$ cat src/rtl/core/hbd_pkg.sv
// Shared types, constants and the filter tap table of the heartbeat detector.
package hbd_pkg;

   localparam int HISTORY_DEPTH = 32;
   localparam int HIST_IDX_W    = $clog2(HISTORY_DEPTH);
   localparam int RATE_DEPTH    = 4;
   localparam int RATE_IDX_W    = $clog2(RATE_DEPTH);
   localparam int RATE_SUM_W    = 8 + RATE_IDX_W;

   // Symmetric filter: pairs 0..10 plus the center tap 11, span of 22 samples.
   localparam int FIR_PAIRS     = 11;
   localparam int FIR_SPAN      = 22;
   localparam int TAP_IDX_W     = 4;
   localparam int TAP_W         = 13;
   localparam int FIR_ACC_W     = 32;
   localparam int FIR_SHIFT     = 15;

   localparam int DC_SHIFT      = 4;
   localparam int DC_Q          = 15;

   localparam int QUO_W         = 16;
   localparam logic [QUO_W-1:0] BPM_NUMERATOR = 16'd60000;
   localparam logic [QUO_W-1:0] BPM_SATURATE  = 16'hFFFF;
   localparam logic [QUO_W-1:0] RATE_MIN      = 16'd20;
   localparam logic [QUO_W-1:0] RATE_MAX      = 16'd255;

   localparam logic [15:0] HELD_PEAK_RESET   = 16'sd20;
   localparam logic [15:0] HELD_TROUGH_RESET = -16'sd20;

   localparam logic [15:0] MIN_SWING_RESET   = 16'd20;
   localparam logic [15:0] MAX_SWING_RESET   = 16'd1000;
   localparam logic [17:0] LOW_LEVEL_RESET   = 18'd3000;

   localparam int          CSR_ADDR_W    = 4;
   localparam logic [1:0]  REG_MIN_SWING = 2'd0;
   localparam logic [1:0]  REG_MAX_SWING = 2'd1;
   localparam logic [1:0]  REG_LOW_LEVEL = 2'd2;

   typedef struct packed {
      logic [17:0] ir_sample;
      logic [31:0] time_ms;
   } hbd_req_type;

   typedef struct packed {
      logic signed [15:0] filtered_ac;
      logic               beat;
      logic               rate_accepted;
      logic [15:0]        instant_bpm;
      logic [7:0]         average_bpm;
      logic               low_signal;
   } hbd_rsp_type;

   typedef struct packed {
      logic               done;
      logic signed [15:0] ac;
   } fir_status_type;

   typedef struct packed {
      logic             done;
      logic [QUO_W-1:0] quotient;
   } div_status_type;

   function automatic logic [TAP_W-1:0] fir_tap(input logic [TAP_IDX_W-1:0] k);
      logic [TAP_W-1:0] t;
      unique case (k)
         4'd0:    t = 13'd172;
         4'd1:    t = 13'd321;
         4'd2:    t = 13'd579;
         4'd3:    t = 13'd927;
         4'd4:    t = 13'd1360;
         4'd5:    t = 13'd1858;
         4'd6:    t = 13'd2390;
         4'd7:    t = 13'd2916;
         4'd8:    t = 13'd3391;
         4'd9:    t = 13'd3768;
         4'd10:   t = 13'd4012;
         4'd11:   t = 13'd4096;
         default: t = '0;
      endcase
      return t;
   endfunction

endpackage

$ cat src/rtl/core/hbd_fir_mac.sv
// History memory and shared multiply-accumulate of the symmetric low-pass filter.
module hbd_fir_mac (
   input  logic                    clock,
   input  logic                    reset,
   input  logic                    start,
   input  logic [15:0]             din,
   output hbd_pkg::fir_status_type status
);
   import hbd_pkg::*;

   localparam logic [TAP_IDX_W-1:0] LAST_K = TAP_IDX_W'(FIR_PAIRS);

   logic [15:0]              mem [HISTORY_DEPTH];
   logic [HISTORY_DEPTH-1:0] vld_ff;
   logic [HIST_IDX_W-1:0]    pos_ff;

   logic                     iss_v_ff;
   logic [TAP_IDX_W-1:0]     k_ff;
   logic                     rd_v_ff;
   logic [TAP_IDX_W-1:0]     rd_k_ff;
   logic [15:0]              rd_a_ff;
   logic [15:0]              rd_b_ff;
   logic                     rd_a_vld_ff;
   logic                     rd_b_vld_ff;
   logic                     pr_v_ff;
   logic                     pr_last_ff;
   logic [15:0]              pair_ff;
   logic [TAP_W-1:0]         tap_ff;
   logic                     mu_v_ff;
   logic                     mu_last_ff;
   logic signed [29:0]       prod_ff;
   logic signed [FIR_ACC_W-1:0] acc_ff;
   logic                     done_ff;

   logic [HIST_IDX_W-1:0]    addr_a;
   logic [HIST_IDX_W-1:0]    addr_b;
   logic [15:0]              opnd_a;
   logic [15:0]              opnd_b;

   // Pair k combines the sample k back with the one 22 - k back.
   assign addr_a = pos_ff - HIST_IDX_W'(k_ff);
   assign addr_b = pos_ff - HIST_IDX_W'(FIR_SPAN) + HIST_IDX_W'(k_ff);

   // Entries never written read as zero; the center tap has no partner.
   assign opnd_a = rd_a_vld_ff ? rd_a_ff : '0;
   assign opnd_b = (rd_b_vld_ff && (rd_k_ff != LAST_K)) ? rd_b_ff : '0;

   always_ff @(posedge clock) begin
      if (start) begin
         mem[pos_ff] <= din;
      end
      rd_a_ff     <= mem[addr_a];
      rd_b_ff     <= mem[addr_b];
      rd_a_vld_ff <= vld_ff[addr_a];
      rd_b_vld_ff <= vld_ff[addr_b];
      rd_k_ff     <= k_ff;
      pair_ff     <= opnd_a + opnd_b;
      tap_ff      <= fir_tap(rd_k_ff);
      pr_last_ff  <= (rd_k_ff == LAST_K);
      prod_ff     <= $signed(pair_ff) * $signed({1'b0, tap_ff});
      mu_last_ff  <= pr_last_ff;
   end

   always_ff @(posedge clock) begin
      if (reset) begin
         vld_ff   <= '0;
         pos_ff   <= '0;
         iss_v_ff <= 1'b0;
         k_ff     <= '0;
         rd_v_ff  <= 1'b0;
         pr_v_ff  <= 1'b0;
         mu_v_ff  <= 1'b0;
         acc_ff   <= '0;
         done_ff  <= 1'b0;
      end else begin
         rd_v_ff <= iss_v_ff;
         pr_v_ff <= rd_v_ff;
         mu_v_ff <= pr_v_ff;
         done_ff <= mu_v_ff && mu_last_ff;
         if (start) begin
            vld_ff[pos_ff] <= 1'b1;
            iss_v_ff       <= 1'b1;
            k_ff           <= '0;
            acc_ff         <= '0;
         end else if (iss_v_ff) begin
            k_ff <= k_ff + 1'b1;
            if (k_ff == LAST_K) begin
               iss_v_ff <= 1'b0;
            end
         end
         if (mu_v_ff) begin
            acc_ff <= acc_ff + FIR_ACC_W'(prod_ff);
            if (mu_last_ff) begin
               pos_ff <= pos_ff + 1'b1;
            end
         end
      end
   end

   assign status.done = done_ff;
   assign status.ac   = acc_ff[FIR_SHIFT+15:FIR_SHIFT];

endmodule

$ cat src/rtl/core/hbd_divider.sv
// Serial restoring divider that forms the beat rate from the beat interval.
module hbd_divider (
   input  logic                    clock,
   input  logic                    reset,
   input  logic                    start,
   input  logic [31:0]             divisor,
   output hbd_pkg::div_status_type status
);
   import hbd_pkg::*;

   localparam int CNT_W = $clog2(QUO_W);

   logic             busy_ff;
   logic             done_ff;
   logic [CNT_W-1:0] cnt_ff;
   logic [QUO_W-1:0] num_ff;
   logic [QUO_W-1:0] quo_ff;
   logic [31:0]      rem_ff;
   logic [31:0]      dvs_ff;

   logic [32:0]      rem_shift;
   logic             fits;
   logic [32:0]      rem_in;

   assign rem_shift = {rem_ff, num_ff[QUO_W-1]};
   assign fits      = rem_shift >= {1'b0, dvs_ff};
   assign rem_in    = fits ? (rem_shift - {1'b0, dvs_ff}) : rem_shift;

   always_ff @(posedge clock) begin
      if (start) begin
         dvs_ff <= divisor;
         num_ff <= BPM_NUMERATOR;
         rem_ff <= '0;
         quo_ff <= '0;
      end else if (busy_ff) begin
         num_ff <= num_ff << 1;
         rem_ff <= rem_in[31:0];
         quo_ff <= {quo_ff[QUO_W-2:0], fits};
      end
   end

   always_ff @(posedge clock) begin
      if (reset) begin
         busy_ff <= 1'b0;
         done_ff <= 1'b0;
         cnt_ff  <= '0;
      end else begin
         done_ff <= 1'b0;
         if (start) begin
            busy_ff <= 1'b1;
            cnt_ff  <= '0;
         end else if (busy_ff) begin
            cnt_ff <= cnt_ff + 1'b1;
            if (cnt_ff == CNT_W'(QUO_W - 1)) begin
               busy_ff <= 1'b0;
               done_ff <= 1'b1;
            end
         end
      end
   end

   assign status.done     = done_ff;
   assign status.quotient = quo_ff;

endmodule

$ cat src/rtl/core/ppg_heartbeat_detector_top.sv
// Top level of the optical pulse heartbeat detector: control, trackers, rate ring and ports.
// One sample in, one result out. A sample without a beat passes through the DC tracker, the
// filter and peak and trough tracking, and is then loaded into the output register. The filter
// runs its 12 products (11 tap pairs and the center tap) through a single multiplier, reading
// two history entries per cycle from a 32-entry memory; the products are issued, then pass the
// read, pair and product stages, and the done flag follows. A beat at the same timestamp as the
// previous one skips the divider and goes straight to the rate check. Any other beat first
// waits on the serial divider, which forms the 60000/interval rate at one quotient bit per
// cycle, and then goes to the rate check. The average is refreshed when the rate goes into the
// ring. A new sample transfers only in the idle state, after the previous result is loaded, and
// a full output register holds the block until it drains. The user must write the swing bounds
// and the low-signal level over the APB port only while no sample is in flight; the block itself
// does not enforce it.
module ppg_heartbeat_detector_top (
   input  logic                         clock,
   input  logic                         reset,
   input  logic                         req_valid,
   output logic                         req_ready,
   input  hbd_pkg::hbd_req_type         req_payload,
   output logic                         rsp_valid,
   input  logic                         rsp_ready,
   output hbd_pkg::hbd_rsp_type         rsp_payload,
   input  logic                         psel,
   input  logic                         penable,
   input  logic                         pwrite,
   input  logic [hbd_pkg::CSR_ADDR_W-1:0] paddr,
   input  logic [31:0]                  pwdata,
   output logic [31:0]                  prdata,
   output logic                         pready
);
   import hbd_pkg::*;

   localparam logic [2:0] ST_IDLE   = 3'd0;
   localparam logic [2:0] ST_DC     = 3'd1;
   localparam logic [2:0] ST_FIR    = 3'd2;
   localparam logic [2:0] ST_DETECT = 3'd3;
   localparam logic [2:0] ST_DIV    = 3'd4;
   localparam logic [2:0] ST_RATE   = 3'd5;
   localparam logic [2:0] ST_AVG    = 3'd6;
   localparam logic [2:0] ST_OUT    = 3'd7;

   logic [2:0]  state_ff, state_in;

   logic [15:0] min_swing_ff;
   logic [15:0] max_swing_ff;
   logic [17:0] low_level_ff;

   logic [17:0] sample_ff;
   logic [31:0] time_ff;

   logic [31:0]        dc_acc_ff, dc_acc_in;
   logic signed [15:0] ac_ff, ac_in;
   logic signed [15:0] run_peak_ff, run_peak_in;
   logic signed [15:0] run_trough_ff, run_trough_in;
   logic signed [15:0] held_peak_ff, held_peak_in;
   logic signed [15:0] held_trough_ff, held_trough_in;
   logic               rising_ff, rising_in;
   logic               falling_ff, falling_in;
   logic [31:0]        last_beat_ff, last_beat_in;
   logic               beat_ff, beat_in;
   logic               accepted_ff, accepted_in;
   logic [QUO_W-1:0]   bpm_ff, bpm_in;
   logic [15:0]        inst_bpm_ff, inst_bpm_in;
   logic [7:0]         avg_bpm_ff, avg_bpm_in;
   logic [7:0]         ring_ff [RATE_DEPTH];
   logic [RATE_IDX_W-1:0] ring_pos_ff, ring_pos_in;
   logic               ring_wr;

   logic               rsp_valid_ff, rsp_valid_in;
   hbd_rsp_type        rsp_ff;

   logic               fir_start;
   logic [15:0]        fir_din;
   fir_status_type     fir_st;
   logic               div_start;
   div_status_type     div_st;
   logic [31:0]        delta;

   logic               csr_wr;
   logic               slot_free;

   logic signed [33:0] dc_prev;
   logic signed [33:0] dc_target;
   logic signed [33:0] dc_diff;
   logic signed [33:0] dc_sum;
   logic [15:0]        dc_est;

   logic signed [16:0] swing;
   logic               cross_up;
   logic               cross_down;
   logic [RATE_SUM_W-1:0] ring_sum;

   hbd_fir_mac u_fir (
      .clock  (clock),
      .reset  (reset),
      .start  (fir_start),
      .din    (fir_din),
      .status (fir_st)
   );

   hbd_divider u_div (
      .clock   (clock),
      .reset   (reset),
      .start   (div_start),
      .divisor (delta),
      .status  (div_st)
   );

   // Configuration registers.
   assign pready = 1'b1;
   assign csr_wr = psel && penable && pwrite;

   always_ff @(posedge clock) begin
      if (reset) begin
         min_swing_ff <= MIN_SWING_RESET;
         max_swing_ff <= MAX_SWING_RESET;
         low_level_ff <= LOW_LEVEL_RESET;
      end else if (csr_wr) begin
         unique case (paddr[3:2])
            REG_MIN_SWING: min_swing_ff <= pwdata[15:0];
            REG_MAX_SWING: max_swing_ff <= pwdata[15:0];
            REG_LOW_LEVEL: low_level_ff <= pwdata[17:0];
            default: ;
         endcase
      end
   end

   always_comb begin
      unique case (paddr[3:2])
         REG_MIN_SWING: prdata = {16'd0, min_swing_ff};
         REG_MAX_SWING: prdata = {16'd0, max_swing_ff};
         REG_LOW_LEVEL: prdata = {14'd0, low_level_ff};
         default:       prdata = '0;
      endcase
   end

   // DC tracker: leaky accumulator in Q15 fed with the low 16 bits of the sample.
   assign dc_prev   = {{2{dc_acc_ff[31]}}, dc_acc_ff};
   assign dc_target = {3'd0, sample_ff[15:0], 15'd0};
   assign dc_diff   = dc_target - dc_prev;
   assign dc_sum    = dc_prev + (dc_diff >>> DC_SHIFT);
   assign dc_est    = dc_sum[DC_Q+15:DC_Q];
   assign fir_din   = sample_ff[15:0] - dc_est;
   assign fir_start = (state_ff == ST_DC);

   // Zero crossings of the filtered signal, and the swing held at a rising one.
   assign cross_up   = (ac_ff < 0) && (fir_st.ac >= 0);
   assign cross_down = (ac_ff > 0) && (fir_st.ac <= 0);
   assign swing      = {run_peak_ff[15], run_peak_ff} - {run_trough_ff[15], run_trough_ff};

   assign delta     = time_ff - last_beat_ff;
   assign div_start = (state_ff == ST_DETECT) && beat_in && (delta != '0);

   always_comb begin
      ring_sum = '0;
      for (int i = 0; i < RATE_DEPTH; i++) begin
         ring_sum = ring_sum + RATE_SUM_W'(ring_ff[i]);
      end
   end

   assign slot_free = !rsp_valid_ff || rsp_ready;
   assign req_ready = (state_ff == ST_IDLE);

   always_comb begin
      state_in       = state_ff;
      dc_acc_in      = dc_acc_ff;
      ac_in          = ac_ff;
      run_peak_in    = run_peak_ff;
      run_trough_in  = run_trough_ff;
      held_peak_in   = held_peak_ff;
      held_trough_in = held_trough_ff;
      rising_in      = rising_ff;
      falling_in     = falling_ff;
      last_beat_in   = last_beat_ff;
      beat_in        = beat_ff;
      accepted_in    = accepted_ff;
      bpm_in         = bpm_ff;
      inst_bpm_in    = inst_bpm_ff;
      avg_bpm_in     = avg_bpm_ff;
      ring_pos_in    = ring_pos_ff;
      ring_wr        = 1'b0;
      rsp_valid_in   = rsp_valid_ff && !rsp_ready;

      unique case (state_ff)
         ST_IDLE: begin
            if (req_valid) begin
               state_in = ST_DC;
            end
         end
         ST_DC: begin
            dc_acc_in   = dc_sum[31:0];
            beat_in     = 1'b0;
            accepted_in = 1'b0;
            state_in    = ST_FIR;
         end
         ST_FIR: begin
            if (fir_st.done) begin
               state_in = ST_DETECT;
            end
         end
         ST_DETECT: begin
            ac_in = fir_st.ac;
            if (cross_up) begin
               held_peak_in   = run_peak_ff;
               held_trough_in = run_trough_ff;
               rising_in      = 1'b1;
               falling_in     = 1'b0;
               run_peak_in    = '0;
               beat_in = ($signed({swing[16], swing}) > $signed({2'b00, min_swing_ff})) &&
                         ($signed({swing[16], swing}) < $signed({2'b00, max_swing_ff}));
            end
            if (cross_down) begin
               rising_in     = 1'b0;
               falling_in    = 1'b1;
               run_trough_in = '0;
            end
            if (rising_in && (fir_st.ac > ac_ff)) begin
               run_peak_in = fir_st.ac;
            end
            if (falling_in && (fir_st.ac < ac_ff)) begin
               run_trough_in = fir_st.ac;
            end
            if (beat_in) begin
               last_beat_in = time_ff;
               if (delta == '0) begin
                  bpm_in   = BPM_SATURATE;
                  state_in = ST_RATE;
               end else begin
                  state_in = ST_DIV;
               end
            end else begin
               state_in = ST_OUT;
            end
         end
         ST_DIV: begin
            if (div_st.done) begin
               bpm_in   = div_st.quotient;
               state_in = ST_RATE;
            end
         end
         ST_RATE: begin
            inst_bpm_in = bpm_ff;
            if ((bpm_ff > RATE_MIN) && (bpm_ff < RATE_MAX)) begin
               ring_wr     = 1'b1;
               accepted_in = 1'b1;
               ring_pos_in = (ring_pos_ff == RATE_IDX_W'(RATE_DEPTH - 1)) ? '0 :
                             ring_pos_ff + 1'b1;
               state_in    = ST_AVG;
            end else begin
               state_in = ST_OUT;
            end
         end
         ST_AVG: begin
            avg_bpm_in = ring_sum[RATE_SUM_W-1:RATE_IDX_W];
            state_in   = ST_OUT;
         end
         ST_OUT: begin
            if (slot_free) begin
               rsp_valid_in = 1'b1;
               state_in     = ST_IDLE;
            end
         end
         default: state_in = ST_IDLE;
      endcase
   end

   always_ff @(posedge clock) begin
      if (req_valid && req_ready) begin
         sample_ff <= req_payload.ir_sample;
         time_ff   <= req_payload.time_ms;
      end
      if ((state_ff == ST_OUT) && slot_free) begin
         rsp_ff.filtered_ac   <= ac_ff;
         rsp_ff.beat          <= beat_ff;
         rsp_ff.rate_accepted <= accepted_ff;
         rsp_ff.instant_bpm   <= inst_bpm_ff;
         rsp_ff.average_bpm   <= avg_bpm_ff;
         rsp_ff.low_signal    <= (sample_ff < low_level_ff);
      end
      bpm_ff <= bpm_in;
   end

   always_ff @(posedge clock) begin
      if (reset) begin
         state_ff       <= ST_IDLE;
         dc_acc_ff      <= '0;
         ac_ff          <= '0;
         run_peak_ff    <= '0;
         run_trough_ff  <= '0;
         held_peak_ff   <= HELD_PEAK_RESET;
         held_trough_ff <= HELD_TROUGH_RESET;
         rising_ff      <= 1'b0;
         falling_ff     <= 1'b0;
         last_beat_ff   <= '0;
         beat_ff        <= 1'b0;
         accepted_ff    <= 1'b0;
         inst_bpm_ff    <= '0;
         avg_bpm_ff     <= '0;
         ring_pos_ff    <= '0;
         rsp_valid_ff   <= 1'b0;
         for (int i = 0; i < RATE_DEPTH; i++) begin
            ring_ff[i] <= '0;
         end
      end else begin
         state_ff       <= state_in;
         dc_acc_ff      <= dc_acc_in;
         ac_ff          <= ac_in;
         run_peak_ff    <= run_peak_in;
         run_trough_ff  <= run_trough_in;
         held_peak_ff   <= held_peak_in;
         held_trough_ff <= held_trough_in;
         rising_ff      <= rising_in;
         falling_ff     <= falling_in;
         last_beat_ff   <= last_beat_in;
         beat_ff        <= beat_in;
         accepted_ff    <= accepted_in;
         inst_bpm_ff    <= inst_bpm_in;
         avg_bpm_ff     <= avg_bpm_in;
         ring_pos_ff    <= ring_pos_in;
         rsp_valid_ff   <= rsp_valid_in;
         if (ring_wr) begin
            ring_ff[ring_pos_ff] <= bpm_ff[7:0];
         end
      end
   end

   assign rsp_valid   = rsp_valid_ff;
   assign rsp_payload = rsp_ff;

endmodule
$ cat config.mk
export PLATFORM = sky130hd
export DESIGN_NAME = ppg_heartbeat_detector_top
export DESIGN_NICKNAME = d
export VERILOG_FILES = /design/src/rtl/core/hbd_pkg.sv /design/src/rtl/core/hbd_fir_mac.sv /design/src/rtl/core/hbd_divider.sv /design/src/rtl/core/ppg_heartbeat_detector_top.sv
export SDC_FILE = /design/constraint.sdc
export NUM_CORES = 2
export LEC_CHECK = 0
export BUFFER_PORTS_ARGS = -buffer_cell sky130_fd_sc_hd__buf_4
export CAP_MARGIN = 20
export CORE_ASPECT_RATIO = 1.5
export CORE_UTILIZATION = 49
export DETAILED_ROUTE_END_ITERATION = 16
export PLACE_DENSITY_LB_ADDON = 0.25
export SYNTH_ARGS = -nofsm -noshare
export SYNTH_HDL_FRONTEND = slang
export SYNTH_HIERARCHICAL = 1
export SYNTH_SLANG_ARGS = --single-unit
$ cat constraint.sdc
create_clock -name clock -period 21.9 [get_ports clock]
set_input_delay 4.38 -clock clock [delete_from_list [all_inputs] [get_ports clock]]
set_output_delay 4.38 -clock clock [all_outputs]
set_load 0.005 [all_outputs]
== After elaboration in Yosys (flattened, before gate mapping) ==
Memory sizes are Yosys's and may differ from the RTL's. A register that Yosys moved wholly into a read port is not among the register bits.
Index checks and enable logic that the tools add are counted.

* Bits in registers: 534
* RAM bits: 544
* Memory bits (read-only): 208
* Input port bits: 93
* Output and inout port bits: 78
* Memories: 3

* Add/subtract/negate cells: 18
* Multipliers: 1
* Order comparisons: 16
* Equality and inequality tests: 21
* Multiplexer cells: 61
* Bitwise logic cells: 2
* Reduce and logical (&&, ||, !) cells: 43

{| class="wikitable"
|+ Memories
! memory !! words !! width !! read ports !! clocked after Yosys merged registers in !! wr ports !! RTL line !! RTL
|-
| u_fir.mem || 32 || 16 || 2 || 2 || 1 || hbd_fir_mac.sv:13 || <nowiki>logic [15:0] mem [HISTORY_DEPTH];</nowiki>
|-
| (name not given) || 16 || 13 || 1 || 1 || 0 || hbd_pkg.sv:65 || <nowiki>unique case (k)</nowiki>
|-
| ring_ff || 4 || 8 || 4 || 0 || 4 || ppg_heartbeat_detector_top.sv:65 || <nowiki>logic [7:0] ring_ff [RATE_DEPTH];</nowiki>
|}

{| class="wikitable"
|+ Operators with widths
! kind !! count
|-
| 16-bit two-way mux || 9
|-
| 32-bit two-way mux || 3
|-
| 32-bit subtractor || 2
|-
| 18-bit case mux with 3 select lines || 1
|-
| 33-bit by 32-bit >= comparator with 1-bit output || 1
|-
| 1-bit two-way mux || 33
|-
| 32-bit by 32-bit subtractor with 33-bit output || 1
|-
| 32-bit by 29-bit adder with 32-bit output || 1
|-
| 32-bit by 30-bit adder with 32-bit output || 1
|-
| 32-bit logical NOT || 1
|-
| 32-bit bitwise OR || 1
|-
| 16-bit case mux with 2 select lines || 1
|-
| 32-bit nonzero test || 1
|-
| 16-bit by 14-bit multiplier with 30-bit output || 1
|-
| 3-bit case mux with 8 select lines || 1
|-
| 18-bit less-than comparator || 1
|-
| 5-bit by 6-bit less-than comparator with 1-bit output, second input constant || 3
|-
| 2-bit AND reduction || 9
|-
| 17-bit greater-than comparator || 1
|-
| 17-bit less-than comparator || 1
|-
| 16-bit by 16-bit subtractor with 17-bit output || 1
|-
| 16-bit adder || 1
|-
| 16-bit by 1-bit >= comparator with 1-bit output, second input constant || 1
|-
| 16-bit by 1-bit greater-than comparator with 1-bit output, second input constant || 1
|-
| other kinds (43) || 85
|}

== Longest topological paths before layout ==
* Depth after elaboration: 9
* Depth in mapped cells: 34
* Gate-level depth less buffers: 32

== By module ==
Netlist, hierarchy kept.

{| class="wikitable"
|+ By module, submodules not included
! module !! times used !! cells an instance !! area an instance (um^2)
|-
| hbd_fir_mac || 1 || 2,700 || 39,489.1
|-
| ppg_heartbeat_detector_top || 1 || 2,304 || 20,563.5
|-
| hbd_divider || 1 || 632 || 5,569.1
|}

== Worst setup path after synthesis ==
Ideal clock, no wire load.

* Path type: input to output
* Start: in paddr[2] in the netlist's numbering
* End: out prdata[0]
* Data arrival time: 5.549 ns
* Required time: 17.520 ns
* Setup slack: 11.971 ns
* Stages on the path: 4
* Path through: buf_1 > buf_1 > mux2i_1 > o21ai_0

* Longest elaborated chain between the ends: 2
* Elaborated cells on any way between the ends: 4
* Classes of those cells: eq/ne: 2; mux: 1; reduce/logical: 1

{| class="wikitable"
|+ RTL lines
! what !! RTL line !! RTL
|-
| from (decl) || ppg_heartbeat_detector_top.sv:26 || <nowiki>input logic [hbd_pkg::CSR_ADDR_W-1:0] paddr,</nowiki>
|-
| 2-bit equality test (tied with other cells) || ppg_heartbeat_detector_top.sv:129 || <nowiki>unique case (paddr[3:2])</nowiki>
|-
| 18-bit case mux with 3 select lines (*) || ppg_heartbeat_detector_top.sv:129 ||
|-
| to (decl) || ppg_heartbeat_detector_top.sv:28 || <nowiki>output logic [31:0] prdata,</nowiki>
|}

Mark *: on every way between the ends. The rest lies on a longest branch, timed or not.

== Final worst setup path ==
* Start: in paddr[3] in the netlist's numbering
* End: out prdata[12]

The elaborated chain is that of the path after synthesis.

==> flow_metrics.env <==
export IMPL_outcome="complete, no violations"
export IMPL_hpwlAfterDp_um=109400
export IMPL_num_rows=164
export IMPL_routabilityCongestion=0.8767
export IMPL_port_buffer_count=139
export IMPL_finalCriticalPeriod_ps=9722
export IMPL_power_density_mw_per_mm2=113.3
export IMPL_yosysTopAreaCellShare_pct=31.35
export IMPL_core_mm2=0.1330
export IMPL_yosysTopAreaCell="edfxtp_1"
export IMPL_ys_types=105
export IMPL_tightest_slew_ps=1099
export IMPL_r2r_start="dc_acc_ff[1]"
export IMPL_antenna_found_initial=2
export IMPL_pwr_share_comb_pct=37.2
export IMPL_route_detailed_drc=0
export IMPL_cts_tree="done"
export IMPL_irDropWorstVdd_mv=0.1871
export IMPL_ys_seq_area_share_pct=44.68
export IMPL_firstDrtPassIters=6
export IMPL_internal_power_uw=5249
export IMPL_switching_share_pct=35.69
export IMPL_cts_hold_buf=0
export IMPL_insertion_delay_ps=740
export IMPL_crit_end="prdata[12]"
export IMPL_end_kind="output pin"
export IMPL_wl_per_cell_um=20.86
export IMPL_drive_gt1_share_pct=15.02
export IMPL_cts_made_buffers=101
export IMPL_via_per_inst=5.753
export IMPL_netlist_instances=5636
export IMPL_fin_skew_ps=44.95
export IMPL_initial_core_util_pct=49.35
export IMPL_clk_pin_slew_ps=70
export IMPL_yosysWarnings=6
export IMPL_fmax_ghz=0.1029
export IMPL_synthTopCellsByArea="edfxtp_1 (31%), dfxtp_1 (13%), mux4_2 (12%)"
export IMPL_grt_usage_pct=23.31
export IMPL_die_w_um=300.8
export IMPL_min_path_type="flop to flop"
export IMPL_p_leak_uw=0.02833
export IMPL_synth_most_common_cell="edfxtp_1"
export IMPL_cts_root_buf="clkbuf_16"
export IMPL_cap_violations=0
export IMPL_critPathLaunchType="primary input"
export IMPL_critPathKind="primary input to output pin"
export IMPL_post_cts_setup_buffers=0
export IMPL_stdcell_area_mm2=0.07202
export IMPL_clkSinkCount=1122
export IMPL_final_setup_viol_count=0
export IMPL_post_route_period_util_pct=44.39
export IMPL_fillers=11150
export IMPL_synthArstFlopShare_pct=0
export IMPL_r2r_slack_ps=13690
export IMPL_final_nets=6344
export IMPL_synth_area_mm2=0.06562
export IMPL_synth_seq_cells=1122
export IMPL_initialDrtViolationCount=2855
export IMPL_die_h_um=450.2
export IMPL_maxSlewViolCount=0
export IMPL_cp_startpoint="paddr[3]"
export IMPL_synth_edf_count=685
export IMPL_num_vias=43210
export IMPL_dieArea_mm2=0.1354
export IMPL_area_growth_pct=9.743
export IMPL_ys_flop_type="edfxtp_1"
export IMPL_syn_avg_cell_area_um2=11.64
export IMPL_overflow=0
export IMPL_rr_worst_depth=31
export IMPL_grt_pass1_wl_um=246100
export IMPL_grt_start_max_net_pins=137
export IMPL_timing_rr_end="u_fir/mem[14][15]"
export IMPL_critPathMaxFanout=21
export IMPL_placed_area_mm2=0.06854
export IMPL_max_slew_margin_pct=26.76
export IMPL_rsz0062_at_grt="false"
export IMPL_arrival_ps=5340
export IMPL_cp_required_ps=17520
export IMPL_antenna_left=0
export IMPL_share_seq_of_total_power_pct=40.5
export IMPL_setup_tns_ps=0
export IMPL_io_pins=171
export IMPL_switching_power_uw=2913
export IMPL_hold_viol=0
export IMPL_p_clk_share_pct=22.3
export IMPL_cts_max_level=3
export IMPL_routed_wirelength_um=156700
export IMPL_grt_pass1_vias=44520
export IMPL_clk_path_buf_depth=3
export IMPL_ctsResizeCount=0
export IMPL_synth_common_cells="edfxtp_1 (685), nand2_1 (512), inv_1 (504)"
## power by group through the flow
stage	Sequential (µW)	Clock, µW	Combinational [µW]
global route	3320	1940	3350
detailed placement	3350	0	3020
finish	3310	1820	3030
global placement	3350	0	2940
CTS	3310	1860	3030
floorplan	3310	0	2060
## routing by layer
metal	up-vias	part of all wire (%)	GRT usage, %
met5	-	0	0
met4	0	3.3	8.146
met3	268	4.9	2.974
met2	1105	54	43.71
met1	21570	38	26.88
li1	20270	-	-
## cells in the final DEF (no fill, tap or decap), types with 28 or more instances in the layout
master / netlist / routed
nor2b_1: 55 / 54
edfxtp_1: 685 / 685
buf_4: 38 / 201
o21ai_0: 134 / 133
a211oi_1: 33 / 33
xor2_1: 72 / 64
mux2i_1: 83 / 83
ha_1: 344 / 342
nor3_1: 72 / 71
clkbuf_16: 0 / 102
a22oi_1: 33 / 33
a21oi_1: 300 / 300
nand4_1: 28 / 28
nor2_1: 447 / 414
and2_1: 196 / 195
o211ai_1: 35 / 35
nand2b_1: 47 / 47
nand3_1: 57 / 57
dfxtp_1: 437 / 436
a21o_1: 95 / 95
nor3b_1: 32 / 31
fa_1: 227 / 225
mux2_2: 36 / 36
nand2_1: 512 / 512
xnor2_1: 132 / 124
o21a_1: 55 / 55
inv_1: 504 / 504
mux4_2: 340 / 340
## per-stage QoR
step / hold WS, ps / total power [µW] / utilization [%] / setup WS, ps / instances
2_1_floorplan: 309.6 / 5377 / - / 11970 / 5649
3_3_place_gp: 361.4 / 6289 / 51.54 / 12170 / 7316
3_5_place_dp: 357.2 / 6372 / 51.55 / 12190 / 7317
4_1_cts: 367.6 / 8199 / 54.12 / 12180 / 7507
5_1_grt: 364.8 / 8608 / 54.16 / 12100 / 7511
6_report: 371.7 / 8162 / 54.16 / 12180 / 7511
## critical path, cell delays in order
cell	delay (ps)
buf_4	220
nor2b_1	160
buf_4	250
nand2_1	70
o21ai_0	100
buf_4	150
## how the worst min path moves through the flow
stage / startpoint / endpoint / slack, ps / depth (start not counted)
final: u_fir/k_ff[3] / u_fir/rd_k_ff[3] / 370 / 0
after global routing: u_fir/pr_last_ff / u_fir/mu_last_ff / 360 / 0
after CTS: u_fir/pr_last_ff / u_fir/mu_last_ff / 370 / 0
after detailed placement: u_fir/pr_last_ff / u_fir/mu_last_ff / 360 / 0
after global placement: u_fir/k_ff[3] / u_fir/rd_k_ff[3] / 360 / 0
after floorplan: u_fir/pr_last_ff / u_fir/mu_last_ff / 310 / 0
## sequential cells by signal, indices dropped and copies added, names as in the netlist, 32 cells and up
register and flops:
u_div/rem_ff 32, u_fir/mem 512, u_fir/vld_ff 32, u_div/dvs_ff 32
time_ff 32, rsp_payload 43, ring_ff 32, dc_acc_ff 32
last_beat_ff 32
## cell type report
| cell class | count | area, µm² | share of cell area, % |
|---|---|---|---|
| Antenna cell | 1 | 2.502 | 0.003475 |
| Clock buffer | 129 | 2764 | 3.838 |
| Clock inverter | 61 | 656.9 | 0.9121 |
| Inverter | 507 | 1903 | 2.643 |
| Multi-Input combinational cell | 3742 | 33590 | 46.64 |
| Sequential cell | 1122 | 29320 | 40.72 |
| Tap cell | 1743 | 2181 | 3.028 |
| Timing Repair Buffer | 206 | 1600 | 2.222 |
## cell families after synthesis
logic type | Yosys count | synth area share [%]
AO/OA/AOI/OAI | 911 | 9.200
AND/OR/NAND/NOR | 1575 | 11.39
adder cells (fa/ha/maj) | 576 | 13.56
buffers and inverters | 785 | 4.847
flip-flops | 1122 | 44.68
other | 2 | 0.01144
multiplexers | 460 | 13.57
XOR/XNOR | 205 | 2.748
(Power assumes the default switching activity.)
